--- config.mk ---
export PLATFORM = sky130hd
export DESIGN_NAME = pool_free_list_allocator_unit
export DESIGN_NICKNAME = d
export VERILOG_FILES = /design/src/sv/pfla_pkg.sv /design/src/sv/pfla_ram.sv /design/src/sv/pfla_dp.sv /design/src/sv/pfla_ctrl.sv /design/src/sv/pool_free_list_allocator_unit.sv
export SDC_FILE = /design/constraint.sdc
export NUM_CORES = 1
export LEC_CHECK = 0
export BUFFER_PORTS_ARGS = -buffer_cell sky130_fd_sc_hd__buf_4
export CORE_MARGIN = 3
export CORE_UTILIZATION = 25
export CTS_CLUSTER_SIZE = 28
export DETAILED_ROUTE_END_ITERATION = 6
export PLACE_DENSITY = 0.44
export SLEW_MARGIN = 30
export SYNTH_ARGS = -nofsm -noshare
export SYNTH_HDL_FRONTEND = slang
export SYNTH_SLANG_ARGS = --single-unit
--- constraint.sdc ---
create_clock -name clk -period 10.05 [get_ports clk]
set_input_delay 0.5025 -clock clk [delete_from_list [all_inputs] [get_ports clk]]
set_output_delay 0.5025 -clock clk [all_outputs]
set_load 0.02 [all_outputs]
--- src/sv/pfla_pkg.sv ---
// ----------------------------------------------------------------------------
// pfla_pkg: shared types and constants of the pool free-list allocator
// Field widths, register reset values, request/status codes, controller
// state type and the command/status structs between controller and datapath.
// ----------------------------------------------------------------------------
package pfla_pkg;

  localparam int SLOTS_DEF  = 64;

  localparam int REQ_W      = 2;
  localparam int SLOT_W     = 6;
  localparam int ADDR_W     = 32;
  localparam int STAT_W     = 2;
  localparam int CNT_W      = 7;
  localparam int BASE_W     = 32;
  localparam int BYTES_W    = 24;
  localparam int SBYTES_W   = 16;
  localparam int CFG_IDX_W  = 2;
  localparam int CFG_DATA_W = 32;

  localparam logic [CNT_W-1:0]    SLOT_COUNT_RST  = 7'd64;
  localparam logic [BASE_W-1:0]   BLOCK_BASE_RST  = 32'd0;
  localparam logic [BYTES_W-1:0]  BLOCK_BYTES_RST = 24'd4096;
  localparam logic [SBYTES_W-1:0] SLOT_BYTES_RST  = 16'd64;

  typedef enum logic [REQ_W-1:0] {
    REQ_ALLOC   = 2'd0,
    REQ_RELEASE = 2'd1,
    REQ_CHECK   = 2'd2,
    REQ_REINIT  = 2'd3
  } req_t;

  typedef enum logic [STAT_W-1:0] {
    ST_OK        = 2'd0,
    ST_FULL      = 2'd1,
    ST_EMPTY_REL = 2'd2,
    ST_RANGE     = 2'd3
  } status_t;

  typedef enum logic [CFG_IDX_W-1:0] {
    REG_SLOT_COUNT  = 2'd0,
    REG_BLOCK_BASE  = 2'd1,
    REG_BLOCK_BYTES = 2'd2,
    REG_SLOT_BYTES  = 2'd3
  } reg_idx_t;

  typedef enum logic [1:0] {
    S_IDLE,
    S_EXEC,
    S_SWEEP
  } state_t;

  typedef struct packed {
    logic load_req;    // capture request fields
    logic exec_op;     // carry out allocate / release / check, load result
    logic sweep_init;  // restart the chain rebuild from slot 0
    logic sweep_en;    // write one chain entry
    logic res_reinit;  // load the reinitialize result
  } ctrl_cmd_t;

  typedef struct packed {
    logic req_reinit;  // captured request is a reinitialize
    logic sweep_last;  // rebuild is at the last entry
  } dp_stat_t;

endpackage

--- src/sv/pfla_ram.sv ---
// ----------------------------------------------------------------------------
// pfla_ram: generic single-write, single-read RAM
// One write port, one read port, read data registered.
// ----------------------------------------------------------------------------
module pfla_ram #(
  parameter int WIDTH = 8,
  parameter int DEPTH = 64
) (
  input  logic                     clk,
  input  logic                     we,
  input  logic [$clog2(DEPTH)-1:0] waddr,
  input  logic [WIDTH-1:0]         wdata,
  input  logic [$clog2(DEPTH)-1:0] raddr,
  output logic [WIDTH-1:0]         rdata
);

  logic [WIDTH-1:0] mem [DEPTH];

  always_ff @(posedge clk) begin
    if (we) begin
      mem[waddr] <= wdata;
    end
    rdata <= mem[raddr];
  end

endmodule

--- src/sv/pfla_dp.sv ---
// ----------------------------------------------------------------------------
// pfla_dp: allocator datapath
// Config registers, request capture, head pointer, in-use count, the
// next-slot RAM with its rebuild counter, and the result registers.
// ----------------------------------------------------------------------------
module pfla_dp #(
  parameter int SLOTS = pfla_pkg::SLOTS_DEF
) (
  input  logic                            clk,
  input  logic                            rst,
  input  pfla_pkg::ctrl_cmd_t             cmd,
  output pfla_pkg::dp_stat_t              stat,
  input  logic [pfla_pkg::REQ_W-1:0]      req_type,
  input  logic [pfla_pkg::SLOT_W-1:0]     slot,
  input  logic [pfla_pkg::ADDR_W-1:0]     address,
  input  logic                            cfg_we,
  input  logic [pfla_pkg::CFG_IDX_W-1:0]  cfg_index,
  input  logic [pfla_pkg::CFG_DATA_W-1:0] cfg_wdata,
  output logic [pfla_pkg::STAT_W-1:0]     status,
  output logic [pfla_pkg::SLOT_W-1:0]     slot_index,
  output logic [pfla_pkg::ADDR_W-1:0]     slot_address,
  output logic                            in_block,
  output logic                            beyond_end,
  output logic [pfla_pkg::CNT_W-1:0]      in_use,
  output logic                            full_res
);

  import pfla_pkg::*;

  localparam int AW = $clog2(SLOTS);
  localparam int PW = $clog2(SLOTS + 1);
  localparam int CW = (PW > CNT_W) ? PW : CNT_W;
  localparam logic [CW-1:0] END_MARK = CW'(SLOTS);

  // config registers
  logic [CNT_W-1:0]    slot_count;
  logic [BASE_W-1:0]   block_base;
  logic [BYTES_W-1:0]  block_bytes;
  logic [SBYTES_W-1:0] slot_bytes;

  // captured request
  req_t              req_q;
  logic [SLOT_W-1:0] slot_q;
  logic [ADDR_W-1:0] address_q;

  // pool state
  logic [PW-1:0]    head;
  logic [CNT_W-1:0] used_count;
  logic [AW-1:0]    sw_cnt;

  // RAM port
  logic          ram_we;
  logic [AW-1:0] ram_waddr;
  logic [PW-1:0] ram_wdata;
  logic [AW-1:0] ram_raddr;
  logic [PW-1:0] ram_rdata;

  logic [CW-1:0] sc_cw, n_eff, head_cw, used_cw, slot_cw, sw_nxt, sw_val;
  logic [PW+SBYTES_W-1:0] prod;
  logic [ADDR_W:0]        blk_end;
  logic [ADDR_W:0]        addr_ext;

  status_t           status_next;
  logic [SLOT_W-1:0] idx_next;
  logic [ADDR_W-1:0] saddr_next;
  logic              inb_next;
  logic              beyond_next;
  logic [PW-1:0]     head_next;
  logic [CNT_W-1:0]  used_next;
  logic              rel_write;

  always_ff @(posedge clk) begin
    if (rst) begin
      slot_count  <= SLOT_COUNT_RST;
      block_base  <= BLOCK_BASE_RST;
      block_bytes <= BLOCK_BYTES_RST;
      slot_bytes  <= SLOT_BYTES_RST;
    end else if (cfg_we) begin
      case (reg_idx_t'(cfg_index))
        REG_SLOT_COUNT:  slot_count  <= cfg_wdata[CNT_W-1:0];
        REG_BLOCK_BASE:  block_base  <= cfg_wdata[BASE_W-1:0];
        REG_BLOCK_BYTES: block_bytes <= cfg_wdata[BYTES_W-1:0];
        REG_SLOT_BYTES:  slot_bytes  <= cfg_wdata[SBYTES_W-1:0];
        default: ;
      endcase
    end
  end

  always_ff @(posedge clk) begin
    if (cmd.load_req) begin
      req_q     <= req_t'(req_type);
      slot_q    <= slot;
      address_q <= address;
    end
  end

  // effective slot count saturates at the RAM depth
  assign sc_cw   = CW'(slot_count);
  assign n_eff   = (sc_cw > END_MARK) ? END_MARK : sc_cw;
  assign head_cw = CW'(head);
  assign used_cw = CW'(used_count);
  assign slot_cw = CW'(slot_q);

  assign prod     = head * slot_bytes;
  assign blk_end  = {1'b0, block_base} + (ADDR_W + 1)'(block_bytes);
  assign addr_ext = {1'b0, address_q};

  always_comb begin
    status_next = ST_OK;
    idx_next    = '0;
    saddr_next  = '0;
    inb_next    = 1'b0;
    beyond_next = 1'b0;
    head_next   = head;
    used_next   = used_count;
    rel_write   = 1'b0;
    case (req_q)
      REQ_ALLOC: begin
        // a head past the pool end (broken chain) also reads as full
        if (used_cw >= n_eff || head_cw >= n_eff) begin
          status_next = ST_FULL;
        end else begin
          idx_next   = head_cw[SLOT_W-1:0];
          saddr_next = block_base + ADDR_W'(prod);
          head_next  = ram_rdata;
          used_next  = used_count + CNT_W'(1);
        end
      end
      REQ_RELEASE: begin
        if (used_count == '0) begin
          status_next = ST_EMPTY_REL;
        end else if (slot_cw >= n_eff) begin
          status_next = ST_RANGE;
        end else begin
          rel_write = 1'b1;
          head_next = slot_cw[PW-1:0];
          used_next = used_count - CNT_W'(1);
        end
      end
      REQ_CHECK: begin
        beyond_next = (addr_ext >= blk_end);
        inb_next    = (address_q >= block_base) && (addr_ext < blk_end);
      end
      default: ;
    endcase
  end

  // chain rebuild: entry i points at i+1, the tail at the end marker
  assign sw_nxt = CW'(sw_cnt) + CW'(1);
  assign sw_val = (sw_nxt < n_eff) ? sw_nxt : END_MARK;

  assign ram_we    = cmd.sweep_en | (cmd.exec_op & rel_write);
  assign ram_waddr = cmd.sweep_en ? sw_cnt : slot_cw[AW-1:0];
  assign ram_wdata = cmd.sweep_en ? sw_val[PW-1:0] : head;
  assign ram_raddr = head[AW-1:0];

  pfla_ram #(
    .WIDTH (PW),
    .DEPTH (SLOTS)
  ) u_next_free (
    .clk   (clk),
    .we    (ram_we),
    .waddr (ram_waddr),
    .wdata (ram_wdata),
    .raddr (ram_raddr),
    .rdata (ram_rdata)
  );

  always_ff @(posedge clk) begin
    if (rst) begin
      sw_cnt <= '0;
    end else if (cmd.sweep_init) begin
      sw_cnt <= '0;
    end else if (cmd.sweep_en) begin
      sw_cnt <= sw_cnt + AW'(1);
    end
  end

  always_ff @(posedge clk) begin
    if (rst) begin
      head       <= '0;
      used_count <= '0;
    end else if (cmd.sweep_en) begin
      head       <= (n_eff != '0) ? '0 : END_MARK[PW-1:0];
      used_count <= '0;
    end else if (cmd.exec_op) begin
      head       <= head_next;
      used_count <= used_next;
    end
  end

  always_ff @(posedge clk) begin
    if (cmd.exec_op) begin
      status       <= status_next;
      slot_index   <= idx_next;
      slot_address <= saddr_next;
      in_block     <= inb_next;
      beyond_end   <= beyond_next;
      in_use       <= used_next;
      full_res     <= (CW'(used_next) >= n_eff);
    end else if (cmd.res_reinit) begin
      status       <= ST_OK;
      slot_index   <= '0;
      slot_address <= '0;
      in_block     <= 1'b0;
      beyond_end   <= 1'b0;
      in_use       <= '0;
      full_res     <= (n_eff == '0);
    end
  end

  assign stat.req_reinit = (req_q == REQ_REINIT);
  assign stat.sweep_last = (sw_cnt == AW'(SLOTS - 1));

endmodule

--- src/sv/pfla_ctrl.sv ---
// ----------------------------------------------------------------------------
// pfla_ctrl: allocator controller
// Sequences request capture, execution and the chain rebuild; drives busy
// and the result strobe.
// ----------------------------------------------------------------------------
module pfla_ctrl (
  input  logic                clk,
  input  logic                rst,
  input  logic                start,
  input  logic                cfg_restart,
  input  pfla_pkg::dp_stat_t  stat,
  output pfla_pkg::ctrl_cmd_t cmd,
  output logic                busy,
  output logic                done
);

  import pfla_pkg::*;

  state_t state, state_next;
  logic   pend, pend_next;  // reinitialize result owed at end of rebuild

  always_comb begin
    state_next = state;
    pend_next  = pend;
    case (state)
      S_IDLE: begin
        if (cfg_restart) begin
          state_next = S_SWEEP;
        end else if (start) begin
          state_next = S_EXEC;
        end
      end
      S_EXEC: begin
        if (stat.req_reinit) begin
          state_next = S_SWEEP;
          pend_next  = 1'b1;
        end else begin
          state_next = S_IDLE;
        end
      end
      S_SWEEP: begin
        if (cfg_restart) begin
          pend_next = 1'b0;
        end else if (stat.sweep_last) begin
          state_next = S_IDLE;
          pend_next  = 1'b0;
        end
      end
      default: state_next = S_IDLE;
    endcase
  end

  always_comb begin
    cmd = '0;
    case (state)
      S_IDLE: begin
        if (cfg_restart) begin
          cmd.sweep_init = 1'b1;
        end else if (start) begin
          cmd.load_req = 1'b1;
        end
      end
      S_EXEC: begin
        if (stat.req_reinit) begin
          cmd.sweep_init = 1'b1;
        end else begin
          cmd.exec_op = 1'b1;
        end
      end
      S_SWEEP: begin
        if (cfg_restart) begin
          cmd.sweep_init = 1'b1;
        end else begin
          cmd.sweep_en   = 1'b1;
          cmd.res_reinit = stat.sweep_last & pend;
        end
      end
      default: ;
    endcase
  end

  always_ff @(posedge clk) begin
    if (rst) begin
      state <= S_SWEEP;  // rebuild the chain out of reset
      pend  <= 1'b0;
      done  <= 1'b0;
    end else begin
      state <= state_next;
      pend  <= pend_next;
      done  <= cmd.exec_op | cmd.res_reinit;
    end
  end

  assign busy = (state != S_IDLE);

endmodule

--- src/sv/pool_free_list_allocator_unit.sv ---
// ----------------------------------------------------------------------------
// pool_free_list_allocator_unit: fixed-size pool allocator, linked free list
// Hands out and takes back equal-size slots, checks addresses against the
// block, and rebuilds the free chain on demand.
// ----------------------------------------------------------------------------
//
//  Channel   Handshake           Payload
//  --------  ------------------  ---------------------------------------------
//  request   start & !busy       req_type, slot, address
//  result    done (1 cycle)      status, slot_index, slot_address, in_block,
//                                beyond_end, in_use, full_res
//  config    cfg_we              cfg_index, cfg_wdata
//
//  For allocate, release and address check, the accept cycle reads
//  the next-slot RAM at the head, the next cycle updates head and count and
//  loads the result, and done strobes the cycle after with busy already low.
//  Reinitialize runs the chain rebuild, one RAM entry per cycle; a slot_count
//  write restarts it and drops the result. After reset, and after a slot_count
//  write while idle, the same rebuild runs with busy high and no result. The
//  result is shown for one cycle only; the receiver cannot stall it.
//
module pool_free_list_allocator_unit #(
  parameter int SLOTS = pfla_pkg::SLOTS_DEF
) (
  input  logic                            clk,
  input  logic                            rst,
  // request
  input  logic                            start,
  output logic                            busy,
  input  logic [pfla_pkg::REQ_W-1:0]      req_type,
  input  logic [pfla_pkg::SLOT_W-1:0]     slot,
  input  logic [pfla_pkg::ADDR_W-1:0]     address,
  // result
  output logic                            done,
  output logic [pfla_pkg::STAT_W-1:0]     status,
  output logic [pfla_pkg::SLOT_W-1:0]     slot_index,
  output logic [pfla_pkg::ADDR_W-1:0]     slot_address,
  output logic                            in_block,
  output logic                            beyond_end,
  output logic [pfla_pkg::CNT_W-1:0]      in_use,
  output logic                            full_res,
  // config
  input  logic                            cfg_we,
  input  logic [pfla_pkg::CFG_IDX_W-1:0]  cfg_index,
  input  logic [pfla_pkg::CFG_DATA_W-1:0] cfg_wdata
);

  import pfla_pkg::*;

  ctrl_cmd_t cmd;
  dp_stat_t  stat;
  logic      cfg_restart;

  // a new slot count rebuilds the pool (taken while idle or rebuilding)
  assign cfg_restart = cfg_we && (reg_idx_t'(cfg_index) == REG_SLOT_COUNT);

  pfla_ctrl u_ctrl (
    .clk         (clk),
    .rst         (rst),
    .start       (start),
    .cfg_restart (cfg_restart),
    .stat        (stat),
    .cmd         (cmd),
    .busy        (busy),
    .done        (done)
  );

  pfla_dp #(
    .SLOTS (SLOTS)
  ) u_dp (
    .clk          (clk),
    .rst          (rst),
    .cmd          (cmd),
    .stat         (stat),
    .req_type     (req_type),
    .slot         (slot),
    .address      (address),
    .cfg_we       (cfg_we),
    .cfg_index    (cfg_index),
    .cfg_wdata    (cfg_wdata),
    .status       (status),
    .slot_index   (slot_index),
    .slot_address (slot_address),
    .in_block     (in_block),
    .beyond_end   (beyond_end),
    .in_use       (in_use),
    .full_res     (full_res)
  );

  // an accepted request always keeps the unit busy the next cycle
  a_accept_busy: assert property (@(posedge clk) disable iff (rst)
    (start && !busy) |=> busy)
    else $error("accepted request did not raise busy");

  // the result strobe only comes once the unit is free again
  a_done_idle: assert property (@(posedge clk) disable iff (rst)
    done |-> !busy)
    else $error("result strobe while busy");

  // a refused request carries no slot
  a_fail_noslot: assert property (@(posedge clk) disable iff (rst)
    (done && status != ST_OK) |-> (slot_index == '0 && slot_address == '0))
    else $error("failed request returned a slot");

  // an address cannot be both inside the block and past its end
  a_check_excl: assert property (@(posedge clk) disable iff (rst)
    done |-> !(in_block && beyond_end))
    else $error("address inside and beyond block");

endmodule

Word-level counts from Yosys, hierarchy flattened
Memory sizes are Yosys's and may differ from the RTL's. A register that Yosys moved wholly into a read port is not among the register bits. Cells that the tools add are included.

Logic and storage cells: 145. Flip-flop bits (word level): 193. Memories: 1. Input bits: 78. Memory bits (writable): 448.

Eq/ne operators: 17. Bitwise operators: 4. Order comparisons: 9. Multiply operators: 1. Muxes and demuxes: 63. Add/sub/neg operators: 6. Reductions and logical operators: 24.

Memories: u_dp.u_next_free.mem (depth 64, width 7, rd ports 1, clocked after memory_dff 1, write ports 1, line pfla_ram.sv:17) `logic [WIDTH-1:0] mem [DEPTH];`.

Operators with widths (count): 32-bit 2-to-1 mux (4); 7-bit 2-to-1 mux (14); 32-bit by 24-bit adder with 33-bit output (1); 32-bit by 33-bit >= comparator with 1-bit output (1); 32-bit by 33-bit < comparator with 1-bit output (1); 32-bit by 23-bit adder with 32-bit output (1); 32-bit >= comparator (1); 6-bit 2-to-1 mux (5); 7-bit one-hot mux with 2 select lines (2); 7-bit by 16-bit multiplier with 23-bit output (1); 1-bit 2-to-1 mux (23); 2-bit 2-to-1 mux (11); 7-bit >= comparator (3); 7-bit zero test (2); 3-bit by 2-bit inequality test with 1-bit output, second input constant (4); 2-bit equality test, second input constant (5); 2-bit AND reduction (4); 2-bit nonzero test (4); 6-bit by 1-bit adder with 7-bit output, second input constant (1); 7-bit by 1-bit adder with 7-bit output, second input constant (1); 6-bit by 7-bit >= comparator with 1-bit output (1); 7-bit > comparator, second input constant (1); 7-bit < comparator (1); 7-bit nonzero test (1); 19 further kinds (31).

Depth between registers and ports, before layout
Depth after elaboration: 10. Gate-level depth with buffers: 23. Depth with buffers taken out: 20.

Cells and area by module
A second synthesis with hierarchy kept.

Cell total of the unflattened synthesis: 2523. Area, all modules: 33009.2 µm².

Modules (own cells, without submodules): pfla_ram (times used 1, cells an instance 827, area an instance 17635.7 µm², seq. area each 13593.0 µm²); pfla_dp (times used 1, cells an instance 1672, area an instance 15158.3 µm², seq. area each 4684.5 µm²); pfla_ctrl (times used 1, cells an instance 23, area an instance 202.7 µm², seq. area each 80.1 µm²); pool_free_list_allocator_unit (times used 1, cells an instance 1, area an instance 12.5 µm², seq. area each 0.0 µm²).

Least setup slack after synthesis
OpenSTA, ideal clock, no wires.

Kind: register to register. Start point: register u_dp.head[2]. End point: register u_dp.slot_address[26] (netlist name) (data pin). Setup slack: 3.892 ns. Clock period less this slack: 6.158 ns. Required time: 9.788 ns. Cell stages (with the launch flop): 22. Path buffers: 4. Library setup time: 0.262 ns. Arrival: 5.896 ns. Cell sequence: dfxtp_1 buf_2 clkbuf_1 clkbuf_1 clkbuf_1 nand2_1 fa_1 inv_1 fa_1 fa_1 inv_1 fa_1 inv_1 ha_1 a21oi_2 a21oi_1 nor3_1 a21oi_1 a2111o_1 a221o_1 a21oi_1 nor3_2.

Word-level cells in the longest chain between the ends: 5. Elaborated cells between the ends (all ways): 7. Classes of those cells: add/sub: 1; mul: 1; order compare: 1; mux: 3; reduce/logical: 1.

RTL lines: start, declared (line pfla_dp.sv:47) `logic [PW-1:0] head;`; start signal, assigned (line pfla_dp.sv:184) `head <= (n_eff != '0) ? '0 : END_MARK[PW-1:0];`; start signal, assigned (line pfla_dp.sv:187) `head <= head_next;`; 7-bit by 16-bit multiplier with 23-bit output or 7-bit >= comparator (tied branches) (line pfla_dp.sv:104, pfla_dp.sv:120); 32-bit by 23-bit adder with 32-bit output or 1-bit logical OR (tied branches) (line pfla_dp.sv:124, pfla_dp.sv:120); 32-bit 2-to-1 mux * (line pfla_dp.sv:120) `if (used_cw >= n_eff || head_cw >= n_eff) begin`; 32-bit 2-to-1 mux * (line pfla_dp.sv:117) `case (req_q)`; 32-bit 2-to-1 mux * (line pfla_dp.sv:193) `if (cmd.exec_op) begin`; end signal, assigned (line pfla_dp.sv:196) `slot_address <= saddr_next;`; end, declared (line pfla_dp.sv:21) `output logic [pfla_pkg::ADDR_W-1:0] slot_address,`.

Mark *: on every way between the ends. The rest lies on a longest branch, timed or not. A chain may end at the register's enable or synchronous reset.

Worst setup path in the final report
Start point: register u_dp.head[3]. End point: register u_dp.slot_address[26] (netlist name) (data pin).

The elaborated chain is that of the path after synthesis.

==> out/qor.csv <==
metric;value;unit
tightest_slew;967.2;ps
setup_viol;0;
fin_tns_setup;0;ps
cts_buffers;70;
crit_start;u_dp.head[3];
synth_flop_cell;edfxtp_1;
drc;0;
multi_input_area;0.01361;mm^2
synth_top_family_by_area;adder cells;
slew_violations;0;
max_freq;0.1668;GHz
antenna_left;0;
avgSynthCellArea;13.18;um^2
portBuffers;129;
min_period_over_period;0.5966;
totalWireLength;94.54;mm
yosys_warnings;0;
min_from;slot[0];
preCtsSetupSlack;4155;ps
crit_arrival;6370;ps
maxSlewHeadroom;0.3537;
nNetsFinal;3012;
synth_compound_area_frac;0.07422;
die_w;369.7;um
cts.path.max_buffers;3;
async_flop_share;0;
firstDrtPassIters;5;
routed_via_density;4.553;
wl_per_cell;21.13;um
n_fill_cell;13327;
synth.cell_area;0.03308;mm^2
ir_drop;0.1022;mV
ys_types;72;
io_pins;130;
area_delta_synth_final;17.55;%
core_area;0.1305;mm^2
min_path_type;primary input to flip-flop;
max_cap_viol_count;0;
powerDensity;152.7;mW/mm^2
path_clk_slew;60;ps
grt-ovfl-total;0;
die_area;0.1367;mm^2
total_power;5.936;mW
cts_tree;done;
die_y;369.7;um
h-tree-depth;3;
rsz0062_at_grt;no;
rows;132;
synth-simple-area-share;0.09782;
p_leak;13.58;nW
root_buffer;clkbuf_16;
vias;20366;
cts.sinks;648;
required;10420;ps
synth-edff-count;538;
yosys-mux-area-fraction;0.1037;
seq_area;0.01837;mm^2
synthCells;2509;
drtIter0Drc;1625;
clk_latency;670;ps
layout_setup_ws;4055;ps
cts_resized;0;
synthesis.nets;2849;
synth_xor_area_frac;0.01324;
status;complete, no violations;
r2r_start;u_dp.head[3];
grt_pass1_wl;138.9;mm
synthAdderAreaFrac;0.1198;
grt_max_degree;100;
critPathLaunchType;flip-flop;
worst_setup_path_end_kind;flip-flop;
path_max_fanout;39;
worstSetupPathType;flip-flop to flip-flop;
grt_pass1_vias;20773;
skew;49.18;ps
grt_use_total;0.1369;
yosysSeqAreaShare;0.5550;
cts_setup_buffers;0;
place_congestion;0.8379;
synth-seq-cells;648;
drive_above_1_share;0.1610;
min_period;5995;ps
reg2reg_setup_slack;4050;ps
dpl.hpwl;65.42;mm
grt_antenna_before_repair;6;
hold_viol_final;0;
start_util;0.2535;
-- final cells by class --
class | count | share of cell area
inverter | 196 | 0.01892
tap | 1742 | 0.05606
antenna | 4 | 0.0002574
multi-input combinational | 1561 | 0.3500
sequential | 648 | 0.4724
timing repair buffer | 195 | 0.04174
clock buffer | 92 | 0.05010
clock inverter | 35 | 0.01056
-- what timing repair did --
action                                  4_1_cts  5_1_grt
hold buffers                                 37        0
hold endpoints to repair                     37        0
endpoints found under the setup margin        0        0
-- layout by cell type, fill, tap and decap left out, types with 8 or more instances in the layout --
master / count
inv_1: 196
o211ai_1: 12
mux4_2: 147
and3_1: 8
a21oi_1: 157
edfxtp_1: 538
nand2b_1: 11
mux2i_1: 12
fa_1: 91
nand2_1: 296
o21ai_0: 50
nor2b_1: 16
clkbuf_16: 74
a211oi_1: 19
nand4_1: 15
buf_4: 153
nor2_1: 139
and2_1: 86
or3_1: 11
ha_1: 171
nand3_1: 37
dfxtp_1: 106
nand3b_1: 12
nor4_1: 13
xor2_1: 20
clkinv_1: 11
o31ai_1: 9
xnor2_1: 30
clkinv_2: 8
nor3_1: 34
a31oi_1: 14
dlygate4sd3_1: 37
o21a_1: 9
clkbuf_1: 14
a21o_1: 51
-- path summary, 6_finish.rpt --
| check | to | cells past startpoint |
|---|---|---|
| setup reg to reg | u_dp.slot_address[26] | 17 |
| hold / removal | u_dp.slot_q[0] | 1 |
| hold reg to reg | u_dp.block_bytes[19] | 2 |
| setup / recovery | u_dp.slot_address[26] | 17 |
-- flip-flops by register name (all words and copies together) (netlist names), 16 cells and up --
signal / flops
u_dp.address_q: 32
u_dp.block_bytes: 24
u_dp.block_base: 32
u_dp.slot_bytes: 16
u_dp.u_next_free.mem: 448
u_dp.slot_address: 32
-- cell families after synthesis --
logic type      after synthesis
flops                       648
xor+xnor                     50
compound gates              391
simple gates                699
buf+inv                     300
fa+ha+maj                   262
mux                         159
-- power by group --
group	switching [mW]	total, mW	internal [mW]
Clock	1.15	2.67	1.52
Sequential	0.0268	2.98	2.95
Combinational	0.187	0.291	0.104
Total	1.37	5.94	4.57
-- per-layer routing --
layer | GRT usage | vias up | wire length (um)
met5 | 0 | - | 11
met1 | 0.1833 | 10261 | 42600
met2 | 0.2242 | 414 | 44850
met4 | 0.03663 | 2 | 2392
li1 | - | 9562 | -
met3 | 0.02907 | 127 | 4677
-- per-stage QoR --
step	hold WS [ps]	utilization	area [um^2]	cells
floorplan	440.6	-	33080	2509
global placement	453.1	0.2763	36050	4301
detailed placement	455.9	0.2764	36070	4302
CTS	0.5682	0.2974	38800	4466
global route	10.29	0.2979	38870	4469
finish	61.16	0.2980	38880	4473
-- cell usage after synthesis, drive strengths merged, types with 51 or more instances --
cell type / instances / share of area
inv: 196 / 0.022
dfxtp: 110 / 0.067
edfxtp: 538 / 0.49
a21oi: 159 / 0.024
mux4: 147 / 0.10
clkbuf: 76 / 0.0087
a21o: 51 / 0.012
nand2: 298 / 0.034
and2: 86 / 0.016
o21ai: 61 / 0.0092
nor2: 140 / 0.016
fa: 91 / 0.055
ha: 171 / 0.065
-- worst max-delay path: stages (launching register included) --
cell      delay [ps]
dfxtp_2          420
buf_4            600
nand2_1          170
fa_1             570
inv_1             50
fa_1             470
fa_1             550
inv_1             60
fa_1             530
inv_1             40
ha_1             360
a21o_1           210
nor3_1           250
a21oi_1          210
a2111o_1         480
a221o_1          420
a21oi_1          240
nor3_2            60
No activity file was read; power rests on OpenSTA's default activity.
